### src/kwm_pkg.sv
// Shared types, widths and controller codes for the k-way sorted merge block.
package kwm_pkg;

  localparam int DATA_W     = 32;
  localparam int LIST_NUM_W = 4;
  localparam int ACTIVE_W   = 5;
  localparam int APB_DATA_W = 32;
  localparam int APB_ADDR_W = 3;

  localparam logic ACTION_LOAD = 1'b0;
  localparam logic ACTION_TAKE = 1'b1;

  typedef struct packed {
    logic                     action;
    logic [LIST_NUM_W-1:0]    list_number;
    logic signed [DATA_W-1:0] value;
  } in_t;

  typedef struct packed {
    logic signed [DATA_W-1:0] out_value;
    logic [LIST_NUM_W-1:0]    out_list;
    logic                     got_element;
    logic                     load_refused;
  } out_t;

  typedef enum logic [2:0] {
    ST_IDLE,
    ST_LOAD_RD,
    ST_LOAD_WR,
    ST_TAKE_SCAN,
    ST_TAKE_DRAIN,
    ST_TAKE_WR
  } state_t;

  // controller -> datapath
  typedef struct packed {
    logic capture;
    logic meta_load_sel;
    logic scan_issue;
    logic load_commit;
    logic take_commit;
  } cmd_t;

  // datapath -> controller
  typedef struct packed {
    logic scan_last;
    logic pipe_empty;
    logic out_free;
  } sts_t;

endpackage

### src/kwm_ctrl.sv
// Controller state machine: sequences loads, head scans and write-back.
module kwm_ctrl (
  input  logic          clk,
  input  logic          rst,
  input  logic          item_valid,
  input  logic          item_take,
  output logic          item_ready,
  input  kwm_pkg::sts_t sts,
  output kwm_pkg::cmd_t cmd
);

  kwm_pkg::state_t state, state_next;

  always_ff @(posedge clk) begin
    if (rst) begin
      state <= kwm_pkg::ST_IDLE;
    end else begin
      state <= state_next;
    end
  end

  always_comb begin
    state_next = state;
    cmd        = '0;
    item_ready = 1'b0;
    case (state)
      kwm_pkg::ST_IDLE: begin
        item_ready = 1'b1;
        if (item_valid) begin
          cmd.capture = 1'b1;
          state_next  = (item_take == kwm_pkg::ACTION_TAKE) ? kwm_pkg::ST_TAKE_SCAN
                                                            : kwm_pkg::ST_LOAD_RD;
        end
      end
      kwm_pkg::ST_LOAD_RD: begin
        cmd.meta_load_sel = 1'b1;
        state_next        = kwm_pkg::ST_LOAD_WR;
      end
      kwm_pkg::ST_LOAD_WR: begin
        cmd.meta_load_sel = 1'b1;
        if (sts.out_free) begin
          cmd.load_commit = 1'b1;
          state_next      = kwm_pkg::ST_IDLE;
        end
      end
      kwm_pkg::ST_TAKE_SCAN: begin
        cmd.scan_issue = 1'b1;
        if (sts.scan_last) begin
          state_next = kwm_pkg::ST_TAKE_DRAIN;
        end
      end
      kwm_pkg::ST_TAKE_DRAIN: begin
        if (sts.pipe_empty) begin
          state_next = kwm_pkg::ST_TAKE_WR;
        end
      end
      kwm_pkg::ST_TAKE_WR: begin
        if (sts.out_free) begin
          cmd.take_commit = 1'b1;
          state_next      = kwm_pkg::ST_IDLE;
        end
      end
      default: begin
        state_next = kwm_pkg::ST_IDLE;
      end
    endcase
  end

endmodule

### config.mk
export PLATFORM = sky130hd
export DESIGN_NAME = kwm_ctrl
export DESIGN_NICKNAME = d
export VERILOG_FILES = /design/src/kwm_pkg.sv /design/src/kwm_ctrl.sv
export SDC_FILE = /design/constraint.sdc
export NUM_CORES = 1
export LEC_CHECK = 0
export ABC_AREA = 0
export BUFFER_PORTS_ARGS = -buffer_cell sky130_fd_sc_hd__buf_2
export CORE_AREA = 2 2 39 41
export CTS_CLUSTER_DIAMETER = 120
export DETAILED_ROUTE_END_ITERATION = 16
export DIE_AREA = 0 0 41 43
export PLACE_DENSITY = 0.51
export SYNTH_ARGS = -nofsm -noshare
export SYNTH_HDL_FRONTEND = slang
export SYNTH_SLANG_ARGS = --single-unit
export TNS_END_PERCENT = 1
### constraint.sdc
create_clock -name clk -period 1.5 [get_ports clk]
set_input_delay 0.075 -clock clk [delete_from_list [all_inputs] [get_ports clk]]
set_output_delay 0.075 -clock clk [all_outputs]
set_load 0.005 [all_outputs]
**After elaboration in Yosys (flattened, before gate mapping)**

Index checks and enable logic that the tools add are counted.

- Register bits after elaboration: 3
- Input bits: 7
- Output and inout bits: 6

- Equal/unequal tests: 9
- Mux-type cells: 14
- Reductions and logical operators: 4

Operators with widths:

| kind | count |
|---|---|
| 3-bit case mux with 5 select lines | 1 |
| 3-bit two-way mux | 4 |
| 1-bit two-way mux | 8 |
| 3-bit by 2-bit == test with 1-bit output, second input constant | 2 |
| 3-bit == test, second input constant | 2 |
| 2-bit != test, second input constant | 3 |
| 4-bit AND reduction | 1 |
| 2-bit OR reduction | 2 |
| 3-bit by 1-bit == test with 1-bit output, second input constant | 1 |
| 3-bit zero test | 1 |
| 2-bit two-way mux | 1 |
| 2-bit by 1-bit != test with 1-bit output, second input constant | 1 |

**Longest topological paths before layout**

- Depth after elaboration: 4
- Mapped depth: 4
- Depth with buffers taken out: 3

**Least setup slack after synthesis**

Ideal clock, no wire load.

- Kind: register to register
- From: register state[2]
- To: register state[0]
- Setup time: 116 ps
- Arrival: 847 ps
- Path slack: 538 ps
- Stages on the path, launching flop included: 5
- Path buffers: 1
- Clock period less this slack: 962 ps
- Cell sequence: dfxtp_1 -> buf_6 -> mux2i_1 -> nor4_2 -> a31o_1

- Word-level cells in the longest chain between the ends: 4
- Elaborated cells between the ends (all ways): 13
- Classes of those cells: 9 x eq/ne; 1 x mux; 3 x reduce/logical

Ends and longest elaborated chain:

| item | RTL line | source |
|---|---|---|
| start: declaration | kwm_ctrl.sv:12 | `kwm_pkg::state_t state, state_next;` |
| start signal: assignment | kwm_ctrl.sv:16 | `state <= kwm_pkg::ST_IDLE;` |
| start signal: assignment | kwm_ctrl.sv:18 | `state <= state_next;` |
| 3-bit == test / 3-bit by 2-bit == test with 1-bit output (equally long branches) | kwm_ctrl.sv:26 | `case (state)` |
| 2-bit OR reduction (no line) | -- |  |
| 2-bit by 1-bit != test with 1-bit output (no line) | -- |  |
| 4-bit AND reduction (no line) | -- |  |

Parallel ways exist; a longest one is shown, timed or not.
A chain may end at the register's enable or synchronous reset.

==> impl_metrics.ini <==
[outcome]
status = complete, no violations

[power_and_ir_drop]
seqPwrFrac_pct = 31.8
p_leak_nw = 0.154
switching_share_pct = 27.9
power_density_nw_per_um2 = 957
switching_power_mw = 0.0891
p_clk_share_pct = 45.3
ir_drop_uv = 189
pwr-share-comb_pct = 23.0
cell_internal_pwr_mw = 0.231

[cells_and_area]
top_register = state
fillers = 173
diodes = 0
stdcell_area_um2 = 334
fin_cells = 60
reg_top3 = state x3
largest_reg_flops = 3
final_nets = 52
area_growth_pct = 33.5
drive_above_1_share_pct = 45.5

[synth]
synth.avg_cell_area_um2 = 8.34
synthTopCellsByArea = dfxtp_1, buf_6, nor2_1
ys_types = 21
yosys.area.top_type = dfxtp_1
ys.flop_type = dfxtp_1
synth_top_cell_area_share_pct = 24.0
synth_most_common_cell = nor2_1
synth_nets = 37
netlist_area_um2 = 250
synthTopCellsByCount = nor2_1, dfxtp_1, nand2_1, a21oi_1, buf_6
synth_edf_count = 0
synth_cells = 30
yosysSeqAreaShare_pct = 24.0
yosysWarnings = 0
synth-seq-cells = 3
async_reset_ff_share_pct = 0

[clocking]
postCtsResizedCells = 0
cts_hold_buf = 0
cts-buffers-inserted = 3
clock_latency_ns = 0.24
post_cts_buffers = 0
tritoncts = built
htreeDepth = 1
numClockSinks = 3
root_buffer = clkbuf_4
clk_pin_slew_ns = 0.04
cts_buffer_depth = 2

[setup_path]
end_kind = primary output
ff2ff_setup_slack_ns = 0.34
path_class = flop to primary output
crit_path_start_kind = flop
crit_slowest_cell = dfxtp_1
crit_chain = nor3_2 -> and2_1 -> buf_2
required_ns = 1.42
critPathMaxStageDelay_ns = 0.52
cp_max_fo = 10
arrival_ns = 1.13

[die]
coreArea_um2 = 1380
std_cell_rows = 14
die_y_um = 43
ios = 13
die_x_um = 41
start_util_pct = 18.1
die_area_um2 = 1760

[sta]
rsz0062_at_grt = no
tns_ns = 0
hold_viol = 0
tightest_slew_ns = 0.373
maxSlewViolCount = 0
fin_crit_sh_pct = 80.1
min_period_ns = 1.20
fin_skew_ns = 0.00120
maxSlewHeadroom_pct = 75.1
fmax_mhz = 832
setup_viol = 0

[placed_design]
dp.final_hpwl_um = 428
placed_cells = 56
dpl_cell_area_um2 = 308
numPortBuffers = 12
finalWeightedCongestion = 0.741

[route]
first_pass_iters = 2
postRouteAntennaNets = 0
dr_total_vias = 254
routedWlPerCell_um = 8.88
via_per_inst = 4.23
drc = 0
drt_iter0_drc = 5
drt_wl_total_um = 533

[global_route]
grt.met1_usage_pct = 8.01
met2_usage_pct = 10.0
gr-usage-all-layers_pct = 7.72
grt_max_degree = 11
top_usage_layer = met2
use_met3_pct = 2.62
grt_pass1_wl_um = 855
grt_antenna_before_repair = 0
grt_pass1_vias = 222
overflow = 0

[flow_run]
maxCapViolations = 0

[worst_hold_path]
hp-class = input port to flop
==> kinds of logic after synthesis <==
| group | share of synthesized area [%] |
|---|---|
| AO/OA/AOI/OAI | 14.0 |
| XOR/XNOR | 3.50 |
| flip-flops | 24.0 |
| buffers and inverters | 13.5 |
| AND/OR/NAND/NOR | 41.0 |
| multiplexers | 4.00 |
==> layout make-up <==
| class | count | area, um^2 | share of cell area (%) |
|---|---|---|---|
| tap | 16 | 20.0 | 5.99 |
| clock buffer | 4 | 26.3 | 7.87 |
| sequential | 3 | 60.1 | 18.0 |
| multi-input combinational | 23 | 156 | 46.8 |
| inverter | 1 | 3.75 | 1.12 |
| timing repair buffer | 13 | 67.6 | 20.2 |
==> per-stage QoR <==
| stage | worst slack (ns) | utilization [%] | total power, mW | hold slack [ns] |
|---|---|---|---|---|
| 2_1_floorplan | 0.538 | - | 0.153 | 0.144 |
| 3_3_place_gp | 0.373 | 22.2 | 0.179 | 0.304 |
| 3_5_place_dp | 0.325 | 22.2 | 0.178 | 0.310 |
| 4_1_cts | 0.276 | 24.1 | 0.329 | 0.0577 |
| 5_1_grt | 0.193 | 24.1 | 0.350 | 0.0698 |
| 6_report | 0.299 | 24.1 | 0.320 | 0.0619 |
==> layout by cell type, fill, tap and decap left out <==
cell and n:
buf_2 12, nor2_1 4, nand2_1 3, clkbuf_4 3
dfxtp_1 3, a21oi_1 2, nor3_2 1, nor3_1 1
nand2b_4 1, and2_1 1, xnor2_1 1, nand2b_1 1
nand4b_1 1, a21o_1 1, and3_2 1, nor4_1 1
inv_1 1, o2bb2ai_1 1, mux2i_1 1, nor4_2 1
a31o_1 1, clkbuf_1 1, buf_4 1
==> worst max-delay path, delay by kind of cell (launching register included) <==
family | cells | cell delay, ns
AND/OR/NAND/NOR | 2 | 0.25
flip-flops | 1 | 0.52
buffers and inverters | 1 | 0.12
==> per-layer routing <==
| layer | up-vias | share of wire [%] |
|---|---|---|
| met5 | - | 0 |
| met4 | 0 | 2.8 |
| met3 | 2 | 9.9 |
| met2 | 9 | 49 |
| met1 | 112 | 38 |
| li1 | 131 | - |
==> path summary, 6_finish.rpt <==
path	startpoint	end	cells after the start
setup / recovery	state[0]$_SDFFE_PP0P_	cmd[4]	3
hold / removal	rst	state[2]$_SDFFE_PP0P_	2
setup reg to reg	state[2]$_SDFFE_PP0P_	state[0]$_SDFFE_PP0P_	3
hold reg to reg	state[0]$_SDFFE_PP0P_	state[2]$_SDFFE_PP0P_	2
==> power by group through the flow <==
stage / combinational (mW) / sequential [mW] / clock (mW)
final: 0.0734 / 0.102 / 0.145
after global routing: 0.0845 / 0.104 / 0.161
after CTS: 0.0751 / 0.102 / 0.152
after detailed placement: 0.0749 / 0.103 / 0
after global placement: 0.0751 / 0.104 / 0
after floorplan: 0.0636 / 0.0896 / 0
No activity file was read; power rests on OpenSTA's default activity.
